[src/rtl/nibble_header_packet_deframer_defines.svh]
// assertion macros for the nibble header packet deframer
// used by the top level; expects clk and rst in the including scope
`ifndef NIBBLE_HEADER_PACKET_DEFRAMER_DEFINES_SVH
`define NIBBLE_HEADER_PACKET_DEFRAMER_DEFINES_SVH

// same-cycle implication, checked outside reset
`define NHPD_ASSERT_NOW(lbl, ante, cons, msg) \
  lbl: assert property (@(posedge clk) disable iff (rst) (ante) |-> (cons)) \
    else $error(msg);

// next-cycle implication, checked outside reset
`define NHPD_ASSERT_NEXT(lbl, ante, cons, msg) \
  lbl: assert property (@(posedge clk) disable iff (rst) (ante) |=> (cons)) \
    else $error(msg);

`endif

[src/rtl/nhpd_pkg.sv]
// shared constants, codes and controller/datapath structs for the deframer
// no dependencies
`timescale 1ns / 1ps
`default_nettype none

package nhpd_pkg;

  // framing bytes
  localparam logic [7:0] START_BYTE  = 8'h80;
  localparam logic [7:0] SYNC_SECOND = 8'h0F;
  localparam logic [7:0] SYNC_THIRD  = 8'h01;
  localparam logic [3:0] NIBBLE_MASK = 4'hF;

  // packet store geometry
  localparam int STORE_DEPTH = 16;
  localparam int STORE_AW    = 4;
  localparam int FILL_W      = 5;
  localparam int ELEM_W      = 8;

  // store write source select
  typedef logic [1:0] wr_src_t;
  localparam wr_src_t SRC_BYTE = 2'd0;
  localparam wr_src_t SRC_CHAN = 2'd1;
  localparam wr_src_t SRC_ZERO = 2'd2;
  localparam wr_src_t SRC_ONE  = 2'd3;

  // controller to datapath commands
  typedef struct packed {
    logic    wr_en;
    logic    wr_restart;
    wr_src_t wr_src;
    logic    len_hdr;
    logic    len_full;
    logic    fill_clear;
    logic    rd_en;
    logic    idx_clear;
    logic    idx_inc;
    logic    out_load;
  } dp_cmd_t;

  // datapath to controller status
  typedef struct packed {
    logic link_up;
    logic is_start;
    logic is_sync2;
    logic is_sync3;
    logic hdr_zero;
    logic data_full;
    logic at_last;
  } dp_status_t;

endpackage

`default_nettype wire

[src/rtl/nhpd_if.sv]
// handshake channel interfaces: link input events and packet elements
// depends on nhpd_pkg for the element width
`timescale 1ns / 1ps
`default_nettype none

interface nhpd_link_if;
  logic       valid;
  logic       ready;
  logic       command;
  logic [7:0] data_byte;

  modport source (output valid, command, data_byte, input ready);
  modport sink   (input valid, command, data_byte, output ready);
endinterface

interface nhpd_elem_if;
  logic                       valid;
  logic                       ready;
  logic [nhpd_pkg::ELEM_W-1:0] element;
  logic                       first;
  logic                       last;

  modport source (output valid, element, first, last, input ready);
  modport sink   (input valid, element, first, last, output ready);
endinterface

`default_nettype wire

[src/rtl/nhpd_ram.sv]
// generic single-port-write, registered-read ram
// no dependencies
`timescale 1ns / 1ps
`default_nettype none

module nhpd_ram #(
  parameter int WIDTH = 8,
  parameter int DEPTH = 16
) (
  input  wire logic                     clk,
  input  wire logic                     wr_en,
  input  wire logic [$clog2(DEPTH)-1:0] wr_addr,
  input  wire logic [WIDTH-1:0]         wr_data,
  input  wire logic                     rd_en,
  input  wire logic [$clog2(DEPTH)-1:0] rd_addr,
  output logic      [WIDTH-1:0]         rd_data
);

  logic [WIDTH-1:0] mem [DEPTH];

  // write port
  always_ff @(posedge clk) begin
    if (wr_en) begin
      mem[wr_addr] <= wr_data;
    end
  end

  // registered read port
  always_ff @(posedge clk) begin
    if (rd_en) begin
      rd_data <= mem[rd_addr];
    end
  end

endmodule

`default_nettype wire

[src/rtl/nhpd_datapath.sv]
// deframer datapath: packet store, fill and length counters, output register
// depends on nhpd_pkg and nhpd_ram
`timescale 1ns / 1ps
`default_nettype none

module nhpd_datapath (
  input  wire logic                        clk,
  input  wire logic                        rst,
  input  wire nhpd_pkg::dp_cmd_t           cmd,
  input  wire logic                        command,
  input  wire logic [7:0]                  data_byte,
  output nhpd_pkg::dp_status_t             status,
  output logic      [nhpd_pkg::ELEM_W-1:0] element,
  output logic                             first,
  output logic                             last
);

  logic [nhpd_pkg::FILL_W-1:0]   fill_count;
  logic [nhpd_pkg::FILL_W-1:0]   fill_count_next;
  logic [nhpd_pkg::FILL_W-1:0]   fill_inc;
  logic [3:0]                    expected_length;
  logic [nhpd_pkg::STORE_AW-1:0] idx;
  logic [nhpd_pkg::STORE_AW-1:0] wr_addr;
  logic [nhpd_pkg::ELEM_W-1:0]   wr_data;
  logic [nhpd_pkg::ELEM_W-1:0]   rd_data;
  logic                          at_last;

  // saturating element count after one more write
  assign fill_inc = (fill_count == nhpd_pkg::FILL_W'(nhpd_pkg::STORE_DEPTH)) ?
                    fill_count : fill_count + nhpd_pkg::FILL_W'(1);

  // restart writes go to the channel slot
  assign wr_addr = cmd.wr_restart ? '0 : fill_count[nhpd_pkg::STORE_AW-1:0];

  // store write data select
  always_comb begin
    case (cmd.wr_src)
      nhpd_pkg::SRC_CHAN: wr_data = {4'h0, data_byte[7:4]};
      nhpd_pkg::SRC_ZERO: wr_data = '0;
      nhpd_pkg::SRC_ONE:  wr_data = nhpd_pkg::ELEM_W'(1);
      default:            wr_data = data_byte;
    endcase
  end

  // fill count update
  always_comb begin
    fill_count_next = fill_count;
    if (cmd.fill_clear) begin
      fill_count_next = '0;
    end else if (cmd.wr_en) begin
      fill_count_next = cmd.wr_restart ? nhpd_pkg::FILL_W'(1) : fill_inc;
    end
  end

  // counters
  always_ff @(posedge clk) begin
    if (rst) begin
      fill_count      <= '0;
      expected_length <= '0;
      idx             <= '0;
    end else begin
      fill_count <= fill_count_next;
      if (cmd.len_hdr) begin
        expected_length <= data_byte[3:0];
      end else if (cmd.len_full) begin
        expected_length <= nhpd_pkg::NIBBLE_MASK;
      end
      if (cmd.idx_clear) begin
        idx <= '0;
      end else if (cmd.idx_inc) begin
        idx <= idx + nhpd_pkg::STORE_AW'(1);
      end
    end
  end

  // packet store
  nhpd_ram #(
    .WIDTH (nhpd_pkg::ELEM_W),
    .DEPTH (nhpd_pkg::STORE_DEPTH)
  ) u_store (
    .clk     (clk),
    .wr_en   (cmd.wr_en),
    .wr_addr (wr_addr),
    .wr_data (wr_data),
    .rd_en   (cmd.rd_en),
    .rd_addr (idx),
    .rd_data (rd_data)
  );

  // element being read is the final one written
  assign at_last = ({1'b0, idx} + nhpd_pkg::FILL_W'(1)) == fill_count;

  // output register
  always_ff @(posedge clk) begin
    if (cmd.out_load) begin
      element <= rd_data;
      first   <= (idx == '0);
      last    <= at_last;
    end
  end

  // status back to the controller
  always_comb begin
    status.link_up   = command;
    status.is_start  = (data_byte == nhpd_pkg::START_BYTE);
    status.is_sync2  = (data_byte == nhpd_pkg::SYNC_SECOND);
    status.is_sync3  = (data_byte == nhpd_pkg::SYNC_THIRD);
    status.hdr_zero  = (data_byte[3:0] == 4'h0);
    status.data_full = fill_inc >= ({1'b0, expected_length} + nhpd_pkg::FILL_W'(1));
    status.at_last   = at_last;
  end

endmodule

`default_nettype wire

[src/rtl/nhpd_ctrl.sv]
// deframer controller: parse mode tracking and store read-out sequencer
// depends on nhpd_pkg
`timescale 1ns / 1ps
`default_nettype none

module nhpd_ctrl (
  input  wire logic                 clk,
  input  wire logic                 rst,
  input  wire logic                 in_valid,
  output logic                      in_ready,
  output logic                      out_valid,
  input  wire logic                 out_ready,
  input  wire nhpd_pkg::dp_status_t status,
  output nhpd_pkg::dp_cmd_t         cmd
);

  // parse modes
  localparam logic [2:0] MODE_DISCARD = 3'd0;
  localparam logic [2:0] MODE_HEADER  = 3'd1;
  localparam logic [2:0] MODE_DATA    = 3'd2;
  localparam logic [2:0] MODE_SYNC0   = 3'd3;
  localparam logic [2:0] MODE_SYNC1   = 3'd4;
  localparam logic [2:0] MODE_SYNC2   = 3'd5;

  // sequencer states
  localparam logic [2:0] SEQ_IDLE    = 3'd0;
  localparam logic [2:0] SEQ_PRELOAD = 3'd1;
  localparam logic [2:0] SEQ_READ    = 3'd2;
  localparam logic [2:0] SEQ_LOAD    = 3'd3;
  localparam logic [2:0] SEQ_SHOW    = 3'd4;

  logic [2:0] mode;
  logic [2:0] mode_next;
  logic [2:0] seq;
  logic [2:0] seq_next;
  logic       accept;

  assign in_ready  = (seq == SEQ_IDLE);
  assign out_valid = (seq == SEQ_SHOW);
  assign accept    = in_valid && in_ready;

  // next state and datapath commands
  always_comb begin
    mode_next = mode;
    seq_next  = seq;
    cmd       = '0;
    unique case (seq)
      SEQ_IDLE: begin
        if (accept) begin
          if (status.link_up) begin
            mode_next      = MODE_SYNC0;
            cmd.fill_clear = 1'b1;
          end else begin
            unique case (mode)
              MODE_SYNC0: begin
                if (status.is_start) begin
                  mode_next = MODE_SYNC1;
                end
              end
              MODE_SYNC1: begin
                if (status.is_sync2) begin
                  mode_next = MODE_SYNC2;
                end else if (!status.is_start) begin
                  mode_next = MODE_SYNC0;
                end
              end
              MODE_SYNC2: begin
                if (status.is_sync3) begin
                  // channel zero now, the 0x01 byte in the next cycle
                  mode_next      = MODE_DATA;
                  cmd.len_full   = 1'b1;
                  cmd.wr_en      = 1'b1;
                  cmd.wr_restart = 1'b1;
                  cmd.wr_src     = nhpd_pkg::SRC_ZERO;
                  seq_next       = SEQ_PRELOAD;
                end else if (status.is_start) begin
                  mode_next = MODE_SYNC1;
                end else begin
                  mode_next = MODE_SYNC0;
                end
              end
              MODE_HEADER: begin
                cmd.len_hdr    = 1'b1;
                cmd.wr_en      = 1'b1;
                cmd.wr_restart = 1'b1;
                cmd.wr_src     = nhpd_pkg::SRC_CHAN;
                if (status.hdr_zero) begin
                  mode_next     = MODE_DISCARD;
                  cmd.idx_clear = 1'b1;
                  seq_next      = SEQ_READ;
                end else begin
                  mode_next = MODE_DATA;
                end
              end
              MODE_DATA: begin
                cmd.wr_en  = 1'b1;
                cmd.wr_src = nhpd_pkg::SRC_BYTE;
                if (status.data_full) begin
                  mode_next     = MODE_DISCARD;
                  cmd.idx_clear = 1'b1;
                  seq_next      = SEQ_READ;
                end
              end
              default: begin
                // discard and unused codes wait for a start byte
                mode_next = status.is_start ? MODE_HEADER : MODE_DISCARD;
              end
            endcase
          end
        end
      end
      SEQ_PRELOAD: begin
        cmd.wr_en  = 1'b1;
        cmd.wr_src = nhpd_pkg::SRC_ONE;
        seq_next   = SEQ_IDLE;
      end
      SEQ_READ: begin
        cmd.rd_en = 1'b1;
        seq_next  = SEQ_LOAD;
      end
      SEQ_LOAD: begin
        cmd.out_load = 1'b1;
        seq_next     = SEQ_SHOW;
      end
      SEQ_SHOW: begin
        if (out_ready) begin
          if (status.at_last) begin
            cmd.fill_clear = 1'b1;
            seq_next       = SEQ_IDLE;
          end else begin
            cmd.idx_inc = 1'b1;
            seq_next    = SEQ_READ;
          end
        end
      end
      default: begin
        seq_next = SEQ_IDLE;
      end
    endcase
  end

  // state registers
  always_ff @(posedge clk) begin
    if (rst) begin
      mode <= MODE_DISCARD;
      seq  <= SEQ_IDLE;
    end else begin
      mode <= mode_next;
      seq  <= seq_next;
    end
  end

endmodule

`default_nettype wire

[src/rtl/nibble_header_packet_deframer.sv]
// channel   | dir | payload                  | handshake
// link      | in  | command, data_byte       | valid/ready
// packet    | out | element, first, last     | valid/ready
//
// a link event is taken whenever the block is idle
// a sync match adds a preload state that writes the second element
// a finished packet drains through the read, load and show states per element plus output stalls;
// link ready stays low until the last element is taken
// synchronous active-high reset; the packet store needs no clearing pass
//
// top level: joins controller and datapath; depends on nhpd_pkg, nhpd_if,
// nhpd_ctrl, nhpd_datapath and the assertion macro header
`timescale 1ns / 1ps
`default_nettype none

`include "nibble_header_packet_deframer_defines.svh"

module nibble_header_packet_deframer (
  input wire logic      clk,
  input wire logic      rst,
  nhpd_link_if.sink     link,
  nhpd_elem_if.source   packet
);

  nhpd_pkg::dp_cmd_t    cmd;
  nhpd_pkg::dp_status_t status;

  // controller
  nhpd_ctrl u_ctrl (
    .clk       (clk),
    .rst       (rst),
    .in_valid  (link.valid),
    .in_ready  (link.ready),
    .out_valid (packet.valid),
    .out_ready (packet.ready),
    .status    (status),
    .cmd       (cmd)
  );

  // datapath
  nhpd_datapath u_dp (
    .clk       (clk),
    .rst       (rst),
    .cmd       (cmd),
    .command   (link.command),
    .data_byte (link.data_byte),
    .status    (status),
    .element   (packet.element),
    .first     (packet.first),
    .last      (packet.last)
  );

  // input is never taken while an element is offered
  `NHPD_ASSERT_NOW(a_no_overlap, packet.valid, !link.ready, "ready while emitting")
  // the store is never written during read-out
  `NHPD_ASSERT_NOW(a_no_wr_emit, cmd.wr_en, !packet.valid, "store write during emit")
  // the opening element carries a channel number
  `NHPD_ASSERT_NOW(a_first_chan, packet.valid && packet.first,
                   packet.element[7:4] == 4'h0, "first element is not a channel")
  // the final transaction of a packet returns the block to idle
  `NHPD_ASSERT_NEXT(a_last_idle, packet.valid && packet.ready && packet.last,
                    link.ready, "not idle after packet end")

endmodule

`default_nettype wire
[src/flat_wrapper.sv]
// flat-port wrapper written by rule: the top's interface ports become plain ports
module nibble_header_packet_deframer_flat 
  (clk, rst, link_valid, link_command, link_data_byte, link_ready, packet_valid, packet_element, packet_first, packet_last, packet_ready);
  nhpd_link_if link_i ();
  nhpd_elem_if packet_i ();
  input wire logic clk;
  input wire logic rst;
  input wire logic [$bits(link_i.valid)-1:0] link_valid;
  input wire logic [$bits(link_i.command)-1:0] link_command;
  input wire logic [$bits(link_i.data_byte)-1:0] link_data_byte;
  output wire logic [$bits(link_i.ready)-1:0] link_ready;
  output wire logic [$bits(packet_i.valid)-1:0] packet_valid;
  output wire logic [$bits(packet_i.element)-1:0] packet_element;
  output wire logic [$bits(packet_i.first)-1:0] packet_first;
  output wire logic [$bits(packet_i.last)-1:0] packet_last;
  input wire logic [$bits(packet_i.ready)-1:0] packet_ready;
  assign link_i.valid = link_valid;
  assign link_i.command = link_command;
  assign link_i.data_byte = link_data_byte;
  assign link_ready = link_i.ready;
  assign packet_valid = packet_i.valid;
  assign packet_element = packet_i.element;
  assign packet_first = packet_i.first;
  assign packet_last = packet_i.last;
  assign packet_i.ready = packet_ready;
  nibble_header_packet_deframer u_core (.clk(clk), .rst(rst), .link(link_i), .packet(packet_i));
endmodule
[config.mk]
export PLATFORM = sky130hd
export DESIGN_NAME = nibble_header_packet_deframer_flat
export DESIGN_NICKNAME = d
export VERILOG_FILES = /design/src/rtl/nhpd_pkg.sv /design/src/rtl/nhpd_if.sv /design/src/rtl/nhpd_ram.sv /design/src/rtl/nhpd_datapath.sv /design/src/rtl/nhpd_ctrl.sv /design/src/rtl/nibble_header_packet_deframer.sv /design/src/flat_wrapper.sv
export VERILOG_INCLUDE_DIRS = /design/src /design/src/rtl
export SDC_FILE = /design/constraint.sdc
export NUM_CORES = 1
export LEC_CHECK = 0
export BUFFER_PORTS_ARGS = -buffer_cell sky130_fd_sc_hd__buf_4
export CAP_MARGIN = 20
export CORE_ASPECT_RATIO = 0.5
export CORE_MARGIN = 1
export CORE_UTILIZATION = 35
export CTS_BUF_LIST = sky130_fd_sc_hd__clkbuf_8
export CTS_CLUSTER_DIAMETER = 50
export DETAILED_ROUTE_END_ITERATION = 10
export GPL_TIMING_DRIVEN = 0
export HOLD_SLACK_MARGIN = 0.1
export PLACE_DENSITY = 0.46
export SYNTH_ARGS = -nofsm -noshare
export SYNTH_HDL_FRONTEND = slang
export SYNTH_SLANG_ARGS = --single-unit
[constraint.sdc]
create_clock -name clk -period 8.35 [get_ports clk]
set_input_delay 0.835 -clock clk [delete_from_list [all_inputs] [get_ports clk]]
set_output_delay 0.835 -clock clk [all_outputs]
set_load 0.01 [all_outputs]
==> flow_metrics.env <==
export IMPL_yosysWarnings=0
export IMPL_maxSlewHeadroom_pct=36.5
export IMPL_yosysMostFrequentCell="edfxtp_1"
export IMPL_setup_viol=0
export IMPL_status="finished, final reports clean"
export IMPL_gr_total_overflow=0
export IMPL_ys_types=59
export IMPL_ctsHtreeMaxLevel=4
export IMPL_final_net_count=490
export IMPL_num_fill_cells=1818
export IMPL_crit_buf_inv=1
export IMPL_grt_max_degree=17
export IMPL_rsz0062_at_grt="false"
export IMPL_grt_pass1_wl_um=24300
export IMPL_finalHoldViolations=0
export IMPL_core_mm2=0.0196
export IMPL_required_ns=8.71
export IMPL_ys_ff_latch=165
export IMPL_clkLatencyLatePin_ns=0.45
export IMPL_r2r_end="u_core.u_ctrl.mode[0]"
export IMPL_grt_usage_pct=16.7
export IMPL_avgViaCountPerCell=5.10
export IMPL_ctsResizeCount=0
export IMPL_placed_cell_area_mm2=0.00765
export IMPL_synth_edf_count=146
export IMPL_cts_buffer_depth=2
export IMPL_startpoint_type="register"
export IMPL_die_h_um=103
export IMPL_cp_max_fo=7
export IMPL_synth_fp_nets=443
export IMPL_r2r_slack_ns=4.98
export IMPL_leakage_nw=2.49
export IMPL_wl_um=16200
export IMPL_crit_start="u_core.u_dp.fill_count[1]"
export IMPL_dieArea_mm2=0.0209
export IMPL_place_inst=714
export IMPL_fin_crit_sh_pct=40.3
export IMPL_post_route_min_period_ns=3.37
export IMPL_fmax_ghz=0.297
export IMPL_initial_core_util_pct=36.1
export IMPL_synth_top_cell_area_share_pct=61.8
export IMPL_die_width_um=203
export IMPL_path_cells="inv_1 > ha_1 > nand2_1 > nor3_1 > mux2_2 > ha_1 > nand2_1 > o21ai_0 > a311oi_1 > nor4_1 > a211oi_1"
export IMPL_drcViolationCount=0
export IMPL_slowest_delay_ns=0.76
export IMPL_synth_ff_type="edfxtp_1"
export IMPL_diodes=0
export IMPL_ys_seq_area_share_pct=67.2
export IMPL_firstDrtPassIters=5
export IMPL_synth_top_area_cell="edfxtp_1"
export IMPL_grt_antenna_before_repair=0
export IMPL_ctsHoldBuffers=0
export IMPL_async_reset_ff_share_pct=0
export IMPL_cts_sinks=165
export IMPL_tightest_slew_ns=0.952
export IMPL_max_cap_viol_count=0
export IMPL_drive_gt1_share_pct=26.0
export IMPL_worstHoldStart="u_core.u_dp.u_store.rd_data[1]"
export IMPL_first_global_vias=3843
export IMPL_rows=36
export IMPL_slowest_stage="a311oi_1"
export IMPL_io_pins=25
export IMPL_endpoint_kind="register"
export IMPL_cts_buffers=17
export IMPL_wl_per_cell_um=21.7
export IMPL_stdcell_count=746
export IMPL_port_buffers=24
export IMPL_drv_slew=0
export IMPL_hold_end="u_core.u_dp.element[1]"
export IMPL_path_clk_slew_ns=0.10
export IMPL_num_vias=3802
export IMPL_worstHoldPathCells=0
export IMPL_setup_tns_ns=0
export IMPL_hold_path_class="register to register"
export IMPL_path_class="register to register"
export IMPL_synthTopCellsByArea="edfxtp_1 (62%), mux4_2 (13%), dfxtp_1 (5.4%)"
export IMPL_crit_family="compound AO/OA/AOI/OAI gates"
export IMPL_design_area_mm2=0.00803
export IMPL_synth_area_mm2=0.00709
export IMPL_synthTopCellsByCount="edfxtp_1 (146), mux4_2 (40), nor2_1 (34)"
export IMPL_cts_root_buffer="clkbuf_8"
export IMPL_r2r_start="u_core.u_dp.fill_count[1]"
export IMPL_post_cts_repair_setup_buffers=0
export IMPL_arrival_ns=3.73
export IMPL_dp_hpwl_um=11100
export IMPL_holdWs_ns=0.426
export IMPL_r2r_cells=11
export IMPL_drtIter0Drc=313
export IMPL_gp_congestion=0.783
export IMPL_irDropWorstVdd_mv=0.108
export IMPL_area_growth_pct=13.2
export IMPL_power_density_mw_per_mm2=195
export IMPL_antenna_left=0
export IMPL_syn_inst=420
export IMPL_finClkSkew_ns=0.0176
export IMPL_avgSynthCellArea_um2=16.9
export IMPL_cts_tree="yes"
==> where the power goes <==
part | switching (mW) | leakage, nW | internal (mW)
registers | 0.00323 | 1.47 | 0.910
logic | 0.0587 | 0.826 | 0.0311
clock network | 0.321 | 0.193 | 0.244
total | 0.383 | 2.49 | 1.19
==> stage by stage <==
step | power (mW) | worst slack, ns | utilization [%]
2_1_floorplan | 0.986 | 5.53 | -
3_3_place_gp | 1.02 | 4.13 | 38.7
3_5_place_dp | 1.02 | 4.94 | 39.0
4_1_cts | 1.58 | 4.90 | 40.9
5_1_grt | 1.62 | 4.67 | 40.9
6_report | 1.57 | 4.98 | 40.9
==> logic make-up after synthesis <==
kind of cell	Yosys count	synth area share [%]
multiplexers	42	13.0
adder cells (fa/ha/maj)	10	1.76
AO/OA/AOI/OAI	44	4.92
buffers and inverters	32	1.92
AND/OR/NAND/NOR	108	8.66
XOR/XNOR	19	2.56
flip-flops	165	67.2
==> sequential cells by signal, indices dropped and copies added, names as in the netlist <==
register / cells
u_core.u_ctrl.mode: 3
u_core.u_ctrl.seq: 3
u_core.u_dp.element: 8
u_core.u_dp.expected_length: 4
u_core.u_dp.fill_count: 5
u_core.u_dp.first: 1
u_core.u_dp.idx: 4
u_core.u_dp.last: 1
u_core.u_dp.u_store.mem: 128
u_core.u_dp.u_store.rd_data: 8
==> area by class of cell <==
class / instances / area, µm² / area share (%)
tap: 266 / 333 / 4.15
sequential: 165 / 4760 / 59.3
buffer: 21 / 95.1 / 1.18
inverter: 11 / 41.3 / 0.514
multi-input combinational: 223 / 2210 / 27.5
clock buffer: 17 / 234 / 2.91
timing repair buffer: 28 / 211 / 2.63
clock inverter: 15 / 143 / 1.78
==> per-layer routing <==
metal	wire (µm)	track usage, %
met4	34	3.64
met2	7470	25.7
met5	0	0
met1	7890	24.2
met3	777	3.67
==> how the worst max path moves through the flow <==
stage,depth (start not counted),end,slack (ns)
2_1_floorplan,4,u_core.u_dp.u_store.mem[0][0],5.53
3_3_place_gp,5,u_core.u_dp.u_store.mem[8][0],4.13
3_5_place_dp,11,u_core.u_dp.idx[1],4.94
4_1_cts,11,u_core.u_ctrl.mode[0],4.90
5_1_grt,11,u_core.u_ctrl.mode[0],4.67
6_report,11,u_core.u_ctrl.mode[0],4.98
==> cells in the final DEF, fill, tap and decap left out, types with 5 or more instances in the layout <==
master / count
a21oi_1: 10
and2_1: 5
buf_2: 11
buf_4: 27
clkbuf_1: 6
clkbuf_8: 17
dfxtp_1: 19
edfxtp_1: 146
ha_1: 10
inv_1: 12
inv_6: 6
mux4_2: 40
nand2_1: 8
nand2b_1: 5
nand3_1: 9
nor2_1: 34
nor3_1: 15
xnor2_1: 13
xor2_1: 5
No activity file was read; power rests on OpenSTA's default activity.
